==> src/rtl/tlsf_pkg.sv <==
package tlsf_pkg;

  // Bin geometry and address width
  localparam int unsigned SL_BITS    = 5;
  localparam int unsigned FL_TOP     = 31;
  localparam int unsigned ADDR_WIDTH = 32;

  // Bitmap word width and table sizes (fixed by the 5-bit bin indexes)
  localparam int unsigned MAP_W      = 32;
  localparam int unsigned FL_COUNT   = 32;
  localparam int unsigned HEAD_DEPTH = 1024;
  localparam int unsigned HEAD_AW    = $clog2(HEAD_DEPTH);

  typedef logic [ADDR_WIDTH-1:0] addr_t;

  // Request function codes
  localparam logic [1:0] FUNC_INSERT = 2'd0;
  localparam logic [1:0] FUNC_REMOVE = 2'd1;
  localparam logic [1:0] FUNC_SEARCH = 2'd2;

  typedef struct packed {
    logic [1:0]  func;
    logic [31:0] req_size;
    logic [4:0]  fl_index;
    logic [4:0]  sl_index;
    logic [31:0] block_addr;
    logic [31:0] succ_addr;
    logic        succ_present;
  } tlsf_req_t;

  typedef struct packed {
    logic        found;
    logic [4:0]  fl_out;
    logic [4:0]  sl_out;
    logic [31:0] head_out;
    logic        bin_emptied;
  } tlsf_rsp_t;

  typedef enum logic [1:0] {
    RSP_NONE,
    RSP_REMOVE,
    RSP_FOUND
  } rsp_kind_e;

  // Controller -> datapath
  typedef struct packed {
    logic      cap;       // capture request, map size, start head read for remove
    logic      ins;       // commit insert
    logic      rm;        // commit remove
    logic      srch;      // one search step: second-level bitmap, first-level class on a miss
    logic      rsp_load;  // load the output register
    rsp_kind_e rsp_kind;
  } tlsf_cmd_t;

  // Datapath -> controller
  typedef struct packed {
    logic l2_hit;
    logic l1_hit;
    logic out_free;
  } tlsf_stat_t;

endpackage

==> src/rtl/tlsf_ctrl.sv <==
module tlsf_ctrl import tlsf_pkg::*; (
  input  logic       clk_i,
  input  logic       rst_ni,
  input  logic       in_valid_i,
  input  logic [1:0] in_func_i,
  output logic       in_ready_o,
  input  tlsf_stat_t stat_i,
  output tlsf_cmd_t  cmd_o
);

  localparam logic [2:0] ST_IDLE = 3'd0;
  localparam logic [2:0] ST_INS  = 3'd1;
  localparam logic [2:0] ST_RM   = 3'd2;
  localparam logic [2:0] ST_L2   = 3'd3;
  localparam logic [2:0] ST_HEAD = 3'd4;
  localparam logic [2:0] ST_NOP  = 3'd5;

  logic [2:0] state_q, state_d;

  always_comb begin
    state_d        = state_q;
    in_ready_o     = 1'b0;
    cmd_o          = '0;
    cmd_o.rsp_kind = RSP_NONE;
    unique case (state_q)
      ST_IDLE: begin
        in_ready_o = 1'b1;
        if (in_valid_i) begin
          cmd_o.cap = 1'b1;
          unique case (in_func_i)
            FUNC_INSERT: state_d = ST_INS;
            FUNC_REMOVE: state_d = ST_RM;
            FUNC_SEARCH: state_d = ST_L2;
            default:     state_d = ST_NOP;
          endcase
        end
      end
      ST_INS: begin
        if (stat_i.out_free) begin
          cmd_o.ins      = 1'b1;
          cmd_o.rsp_load = 1'b1;
          state_d        = ST_IDLE;
        end
      end
      ST_RM: begin
        if (stat_i.out_free) begin
          cmd_o.rm       = 1'b1;
          cmd_o.rsp_load = 1'b1;
          cmd_o.rsp_kind = RSP_REMOVE;
          state_d        = ST_IDLE;
        end
      end
      ST_L2: begin
        cmd_o.srch = 1'b1;
        if (stat_i.l2_hit) begin
          state_d = ST_HEAD;
        end else if (!stat_i.l1_hit && stat_i.out_free) begin
          // nothing large enough: empty result
          cmd_o.rsp_load = 1'b1;
          state_d        = ST_IDLE;
        end
      end
      ST_HEAD: begin
        if (stat_i.out_free) begin
          cmd_o.rsp_load = 1'b1;
          cmd_o.rsp_kind = RSP_FOUND;
          state_d        = ST_IDLE;
        end
      end
      ST_NOP: begin
        if (stat_i.out_free) begin
          cmd_o.rsp_load = 1'b1;
          state_d        = ST_IDLE;
        end
      end
      default: state_d = ST_IDLE;
    endcase
  end

  always_ff @(posedge clk_i or negedge rst_ni) begin
    if (!rst_ni) begin
      state_q <= ST_IDLE;
    end else begin
      state_q <= state_d;
    end
  end

endmodule

==> config.mk <==
export PLATFORM = sky130hd
export DESIGN_NAME = tlsf_ctrl
export DESIGN_NICKNAME = d
export VERILOG_FILES = /design/src/rtl/tlsf_pkg.sv /design/src/rtl/tlsf_ctrl.sv
export SDC_FILE = /design/constraint.sdc
export NUM_CORES = 1
export LEC_CHECK = 0
export ABC_AREA = 0
export BUFFER_PORTS_ARGS = -buffer_cell sky130_fd_sc_hd__buf_2
export CORE_AREA = 5 5 42 44
export DETAILED_ROUTE_END_ITERATION = 7
export DIE_AREA = 0 0 47 49
export HOLD_SLACK_MARGIN = 0.06
export PLACE_DENSITY = 0.52
export SLEW_MARGIN = 25
export SYNTH_ARGS = -nofsm -noshare
export SYNTH_HDL_FRONTEND = slang
export SYNTH_SLANG_ARGS = --single-unit
==> constraint.sdc <==
create_clock -name clk_i -period 2.5 [get_ports clk_i]
set_input_delay 0 -clock clk_i [delete_from_list [all_inputs] [get_ports clk_i]]
set_output_delay 0 -clock clk_i [all_outputs]
set_load 0.02 [all_outputs]
======== Yosys cells after proc, flatten, opt, wreduce, memory -nomap -nowiden ========
Index checks and enable logic that the tools add are counted.
word-level totals
  register bits ........................... 3
  input bits .............................. 8
  output and inout port bits .............. 8
  word-level logic and storage cells ...... 37
cells by class
  equal/unequal tests ..................... 10
  multiplexer cells ....................... 19
  reduce and logical (&&, ||, !) cells .... 7
operators with widths
  operator              count
  $mux W3               6
  $pmux W3 S3           2
  $mux W1               9
  $eq A3 B2 Y1 const B  2
  $eq A3 B3 Y1 const B  2
  $pmux W1 S4           1
  $pmux W2 S2           1
  $reduce_or A4 Y1      1
  $eq A3 B1 Y1 const B  1
  $logic_not A3 Y1      1
  $ne A3 B3 Y1 const B  1
  $reduce_and A3 Y1     1
  $eq A2 B1 Y1 const B  1
  $eq A2 B2 Y1 const B  1
  $logic_not A2 Y1      1
  $ne A2 B1 Y1 const B  1
  $ne A2 B2 Y1 const B  1
  $reduce_or A2 Y1      1
  $logic_and A1 B1 Y1   1
  $logic_not A1 Y1      1

======== Logic depth before layout (Yosys ltp) ========
Gate-level depths: netlist of the first run.
  depth after elaboration ................. 5
  depth in mapped cells ................... 4
  depth with buffers taken out ............ 3

======== Least setup slack after synthesis of the first run ========
No wires, ideal clock.
  path type ............................... reg-to-reg
  from .................................... reg state_q[0]
  to ...................................... reg state_q[0]
  library setup time ...................... 0.080 ns
  data arrival time ....................... 1.166 ns
  required time ........................... 2.420 ns
  setup slack ............................. 1.254 ns
  stages on the path, launching flop included .. 5
  buffers on the path ..................... 1
  period minus slack after synthesis ...... 1.246 ns
  cells stage by stage .................... dfrtp_1 -> buf_6 -> nor3_2 -> nand2_2 -> o22ai_2
on the way
  cells in the longest elaborated chain, start to end .. 4
  elaborated cells between the ends (all ways) .. 12
  those cells by class .................... eq/ne (8); mux (1); reduce/logical (3)
RTL lines
  what                                  line             source
  start, declared                       tlsf_ctrl.sv:18  logic [2:0] state_q, state_d;
  start signal, assigned                tlsf_ctrl.sv:84  state_q <= state_d;
  $eq A3 B3 Y1 (tied with other cells)  tlsf_ctrl.sv:25  unique case (state_q)
  $reduce_or A4 Y1 (no line)            --
  $ne A2 B1 Y1 (no line)                --
  $reduce_and A3 Y1 (no line)           --
Several ways; a longest one is shown, not always the timed one.
A chain may end at the register's enable or synchronous reset.

==> metrics.txt, run 1 <==
HPWL after DPL 571 microns; cts repair resizes 0; startpoint types flop; total power 0.0004323 W; clock root buffer clkbuf_4; Top-Level Pins 16; clk slew on worst S/H paths 40 ps; Syn Inst Count 32; Worst IR Drop VDD 0.0002773 V; Clk Latency, worst-skew pair 240 ps; Leakage 0.2100 nW; Setup violations, final 0; Final Hold Fails 0; crit-path max FO 10; ratio of routed vias to standard cells 4.464; worst slew pin tran 324.3 ps; drt wl/cell 11.16 microns; nets@finish 64; DRC Markers 0; slowest stage delay, CP 480 ps; clock sink count 3; critical path type flop to output pin; crit-path cells nor3_2, nand2_2, inv_1, buf_2; Hold Crit Class input port to flop; Buffers on Ports 15; max-capacitance violation count 0; hold_buf cts 3; setup ws final 1148 ps; slew margin rel. 78.38%; sequential area share after synthesis 28.30%; die area 2303 sq um; H-tree levels 1; top flop regs state_q x3; row count 14; first-pass GRT wire length 1.221 mm; Detail Route Antenna Nets 0; # fillers 165; via count 308; Yosys cell types 20; Syn Nets 42; number of flip-flops in the largest register 3; Die Y 49 microns; Fmax achieved 0.7395 GHz; FF+latch count, synth 3; status finished, final reports clean; Worst EP required 2500 ps; post-CTS setup buffers 0; Tot GR Track Use 7.763%; largest net degree at the start of global routing 11; Core Box Area 1401 sq um; TritonRoute pass-1 iters 4; Worst path slowest cell dfrtp_1; Reg with most FFs state_q; n_diodes 0; GPL Wtd Cong 0.7608; final WL 770 microns; Final Skew 2.042 ps; Post-Syn Area per Cell 8.289 sq um; DRT iter0 DRCs 10; Yosys top cell area share 28.30%; gr ovfl total 0; Tmin final 1352 ps; initial antenna violation count 0; crit share post-route 54.09%; Post-Syn Area 265.3 sq um; RSZ-0062 raised after global routing false; TritonCTS buffer count 3; Slew Limit Fails 0; top post-synthesis cells by area dfrtp_1 28%, ha_1 9.4%, nor3_1 5.7%; die width 47 microns; fraction of layout cells with a size suffix above 1 41.51%; Ys Warns 0; via count of the first global-routing pass 288; Worst setup EP type output pin; Synth area leader dfrtp_1; WP data arrival 1350 ps; P&R area growth vs syn 52.83%; pwr/cell area 1066 nW/um^2; setup tns final 0 ps; CTS tree built; pre-CTS setup slack 1398 ps; Clock Path Buffers 2; Starting Density 18.93%
## logic make-up (layout without fill, tap and decap cells)
| logic type | after synthesis | after routing | synth area share, % |
|---|---|---|---|
| buf+inv | 5 | 26 | 9.904 |
| simple gates | 13 | 13 | 26.89 |
| flops | 3 | 3 | 28.30 |
| fa+ha+maj | 2 | 2 | 9.432 |
| compound gates | 9 | 9 | 25.47 |
## path summary, 6_finish.rpt
path / from / end / slack (ps) / depth (start not counted)
max in group asynchronous: rst_ni / state_q[0] / 2300 / 2
worst min-delay path: in_func_i[0] / state_q[1] / 80 / 3
worst max register to register: state_q[0] / state_q[0] / 1380 / 3
worst min register to register: state_q[1] / state_q[2] / 620 / 1
worst max-delay path: state_q[0] / cmd_o[6] / 1150 / 4
min in group asynchronous: rst_ni / state_q[1] / 100 / 2
## through the flow
stage / instances / cell area [sq um] / util (%) / hold slack [ps]
3_5_place_dp: 62 / 349.1 / 24.91 / -202.6
4_1_cts: 69 / 405.4 / 28.93 / 68.26
5_1_grt: 69 / 405.4 / 28.93 / 91.24
6_report: 69 / 405.4 / 28.93 / 76.36
3_3_place_gp: 62 / 349.1 / 24.91 / -198.8
2_1_floorplan: 32 / 265.3 / - / -295.6
## per-layer routing
layer  vias up  routed length, microns  global-route usage [%]
li1        157                       -                       -
met1       131                     341                   8.850
met2        15                     321                   10.18
met3         5                      63                   1.476
met4         0                      44                   9.677
met5         -                       0                       0
## layout make-up
cell class | instances | area (sq um) | area share [%]
clock buffers | 4 | 26.28 | 6.481
inverters | 4 | 15.01 | 3.704
multi-input cells | 24 | 163.9 | 40.43
flip-flops and latches | 3 | 75.07 | 18.52
well taps | 16 | 20.02 | 4.938
repair buffers | 18 | 105.1 | 25.93
## power breakdown
group / total (W) / internal, W / leakage, nW / switching, W
registers: 0.000119 / 0.0000686 / 0.0392 / 0.0000505
logic: 0.000223 / 0.0000898 / 0.156 / 0.000133
clock network: 0.0000903 / 0.0000601 / 0.0150 / 0.0000302
## placed cells by master (no fill, tap or decap), types with 2 or more instances in the layout
cell type / count
nor3_1: 3
o21ai_0: 2
ha_1: 2
inv_1: 4
buf_2: 15
nand2_1: 3
dlygate4sd3_1: 3
clkbuf_4: 3
dfrtp_1: 3
nor2_1: 2
## critical path: cells and delay by family, from the launching register on
kind / cells / cell delay (ps)
buffers and inverters: 2 / 210
flip-flops: 1 / 480
AND/OR/NAND/NOR: 2 / 420
## Yosys cell counts
library cell  instances
a211oi_1              1
nand2b_1              1
nand2b_2              1
inv_1                 4
a221o_1               1
buf_6                 1
o2bb2ai_1             1
nand2_1               3
a21oi_1               1
nand2_2               1
o21ai_1               1
dfrtp_1               3
nor2_1                2
nor3_1                3
nor3_2                1
o21ai_0               2
nor4_1                1
o22ai_2               1
ha_1                  2
a32oi_1               1
Note: power is estimated with default switching activity, not from simulation.
==> inputs of run 2 (changes only) <==
--- a/config.mk
+++ b/config.mk
@@ -5,13 +5,13 @@
 export SDC_FILE = /design/constraint.sdc
 export NUM_CORES = 1
 export LEC_CHECK = 0
-export ABC_AREA = 0
+export ABC_AREA = 1
 export BUFFER_PORTS_ARGS = -buffer_cell sky130_fd_sc_hd__buf_2
 export CORE_AREA = 5 5 42 44
 export DETAILED_ROUTE_END_ITERATION = 7
 export DIE_AREA = 0 0 47 49
 export HOLD_SLACK_MARGIN = 0.06
-export PLACE_DENSITY = 0.52
+export PLACE_DENSITY = 0.56
 export SLEW_MARGIN = 25
 export SYNTH_ARGS = -nofsm -noshare
 export SYNTH_HDL_FRONTEND = slang
==> constraint.sdc (replaced) <==
create_clock -name clk_i -period 1.25 [get_ports clk_i]
set_input_delay 0 -clock clk_i [delete_from_list [all_inputs] [get_ports clk_i]]
set_output_delay 0 -clock clk_i [all_outputs]
set_load 0.02 [all_outputs]
==> run 2 against run 1 <==
The flow now finishes with violations (negative setup slack). Sequential cell count unchanged. Utilization up 11 points. Global-route usage up 0.43 points.
==> metrics.txt, run 2 <==
Post-Syn Area 310.3 sq um (was 265.3 sq um); CP bufs+invs 2 (unchanged); Worst path slowest cell dfrtp_2 (was dfrtp_1); max-capacitance violation count 0 (unchanged); initial antenna violation count 0 (unchanged); sequential area share after synthesis 24.19% (was 28.30%); crit share post-route 101.6%; WP data arrival 1270 ps (was 1350 ps); P&R area growth vs syn 81.45% (was 52.83%); clk slew on worst S/H paths 40 ps (about the same); ratio of routed vias to standard cells 4.098 (was 4.464); crit-path max FO 5 (was 10); nets@finish 87 (was 64); # fillers 151 (was 165); Reg with most FFs state_q (unchanged); clock sink count 3 (unchanged); clock root buffer clkbuf_4 (unchanged); Final Hold Fails 0 (unchanged); FF+latch count, synth 3 (unchanged); CTS tree built (unchanged); Buffers on Ports 15 (unchanged); Clk Latency, worst-skew pair 240 ps (about the same); startpoint types flop (unchanged); Post-Synth Simple-Gate Area 54.44% (was 26.89%); final WL 785 microns (was 770 microns); cell family with most CP delay flip-flops (unchanged); Top-Level Pins 16 (unchanged); Worst IR Drop VDD 0.0008526 V (was 0.0002773 V); number of flip-flops in the largest register 3 (unchanged); status finished, violations left (was finished, final reports clean); via count 377 (was 308); HPWL after DPL 551.8 microns (was 571 microns); largest family of logic cells by synthesized area simple AND/OR/NAND/NOR gates (unchanged); most common cell after layout, fill and taps aside nand2_1 (was buf_2); RSZ-0062 raised after global routing true (was false); top flop regs state_q x3 (unchanged); most frequent cell after synthesis nand2_1 (was inv_1); Fmax achieved 0.7876 GHz; via count of the first global-routing pass 346 (was 288); setup ws final -19.64 ps (was 1148 ps); Worst setup EP type output pin (unchanged); critical path type flop to output pin (unchanged); crit-path cells buf_4, nand2_2, nand3_2, nand2_2, o31ai_2, buf_4 (was nor3_2, nand2_2, inv_1, buf_2); Post-Syn Area per Cell 6.333 sq um (was 8.289 sq um); TritonRoute pass-1 iters 3 (was 4); n_diodes 0 (unchanged); first-pass GRT wire length 1.331 mm (was 1.221 mm); Synth async-reset ratio 100.0% (unchanged); gr ovfl total 0 (unchanged); die width 47 microns (unchanged); worst slew pin tran 228.2 ps (was 324.3 ps); Detail Route Antenna Nets 0 (unchanged); area used by multi-input combinational logic 244.0 sq um (was 163.9 sq um); Yosys cell types 14 (was 20); synth cell count leaders 14 x nand2_1, 8 x inv_1, 7 x nor2_1, 4 x nand3_1 (was 4 x inv_1, 3 x dfrtp_1, 3 x nand2_1, 3 x nor3_1); Setup violations, final 1 (was 0); violated checks negative setup slack; drt wl/cell 8.533 microns (was 11.16 microns); pwr/cell area 2272 nW/um^2 (was 1066 nW/um^2); Starting Density 22.14% (was 18.93%); Yosys top cell area share 24.19% (was 28.30%); post-synthesis adder-cell area fraction 8.065% (was 9.434%); Ys Warns 0 (unchanged); Post-synth EDFFs 0 (unchanged); top post-synthesis cells by area dfrtp_1 24%, nand2_1 17%, inv_1 9.7% (was dfrtp_1 28%, ha_1 9.4%, nor3_1 5.7%); Syn Inst Count 49 (was 32); row count 14 (unchanged); die area 2303 sq um (unchanged); slew margin rel. 84.77% (was 78.38%); Tot GR Track Use 8.192% (was 7.763%); Final Skew 2.974 ps (was 2.042 ps); Slew Limit Fails 0 (unchanged); Syn Nets 59 (was 42); DRT iter0 DRCs 1 (was 10); TritonCTS buffer count 3 (unchanged); most frequent cells in the layout 11 x nand2_1, 10 x buf_2, 9 x buf_4 (was 15 x buf_2, 4 x inv_1); pre-CTS setup slack 120.2 ps (was 1398 ps); Worst EP required 1250 ps (was 2500 ps); slowest stage delay, CP 430 ps (was 480 ps); Synth Flop Type dfrtp_1 (unchanged); fraction of layout cells with a size suffix above 1 59.21% (was 41.51%); Die Y 49 microns (unchanged); mux share of post-synthesis cell area 0% (unchanged); Sequential cell area 77.57 sq um (was 75.07 sq um); Clock Path Buffers 2 (unchanged); Compound-Gate Fraction of Synth Area 2.419% (was 25.47%); largest net degree at the start of global routing 6 (was 11); DRC Markers 0 (unchanged); Leakage 0.3196 nW (was 0.2100 nW); Finished Core Util 40.18% (was 28.93%); Hold Crit Class input port to asynchronous set/reset pin (was input port to flop); Core Box Area 1401 sq um (unchanged); H-tree levels 1 (unchanged); Synth area leader dfrtp_1 (unchanged); hold_ws 86.20 ps (was 76.36 ps); XOR/XNOR share of the synthesized area 0% (unchanged); GPL Wtd Cong 0.7120 (was 0.7608); Tmin final 1270 ps
run 2: layer usage:
metal / GRT usage [%] / part of all wire (%) / vias up
met5: 0 / 0 / -
met4: 9.677 / 3.7 / 0
met3: 0 / 5.6 / 3
met2: 9.955 / 41 / 13
met1: 11.31 / 49 / 158
li1: - / - / 203
run 2: path summary, 6_finish.rpt:
check / startpoint / endpoint / slack (ps) / cells past startpoint
max in group asynchronous: rst_ni / state_q[0] / 1040 / 2
worst min register to register: state_q[2] / state_q[2] / 640 / 3
worst max register to register: state_q[0] / state_q[1] / 100 / 7
worst min-delay path: rst_ni / state_q[2] / 90 / 2
min in group clk_i: stat_i[2] / state_q[2] / 150 / 5
worst max-delay path: state_q[0] / cmd_o[2] / -20 / 6
run 2: what timing repair did:
action                                 CTS  global route
pin swaps                                2             4
setup buffers                            5             2
setup endpoints to repair                1             9
cloned                                   0             0
gates resized for setup                 10            13
hold buffers                             1             0
endpoints found under the hold margin    3             0
run 2: report_power, final:
part           internal [W]  total [W]  switching, W
registers          0.000144   0.000205     0.0000610
logic              0.000415   0.000898      0.000483
clock network      0.000120   0.000177     0.0000567
total              0.000679    0.00128      0.000601
run 2: kinds of logic after synthesis:
family | after synthesis
buf+inv | 9
compound gates | 1
flops | 3
fa+ha+maj | 2
simple gates | 34
run 2: layout make-up:
| type | instances | area share, % |
|---|---|---|
| multi-input cells | 37 | 43.33 |
| flip-flops and latches | 3 | 13.78 |
| clock buffers | 4 | 4.667 |
| repair buffers | 23 | 28.67 |
| inverters | 9 | 6.000 |
| well taps | 16 | 3.556 |
run 2: stage by stage:
| stage | instance area [sq um] | std cells | setup TNS (ps) | power (W) |
|---|---|---|---|---|
| after floorplan | 310.3 | 49 | 0 | 0.0006369 |
| after global placement | 405.4 | 80 | 0 | 0.0007912 |
| after detailed placement | 405.4 | 80 | 0 | 0.0007885 |
| after CTS | 504.2 | 90 | -89.66 | 0.001145 |
| after global routing | 563.0 | 92 | -266.7 | 0.001406 |
| final | 563.0 | 92 | -19.64 | 0.001279 |
run 2: worst register-to-register path, cell delays in order (launching register included):
cell and delay, ps:
dfrtp_2 430, nor2_4 130, buf_4 120, nand2_4 70
nor2_4 100, nor2_4 50, nand3_1 80, nand2_1 50
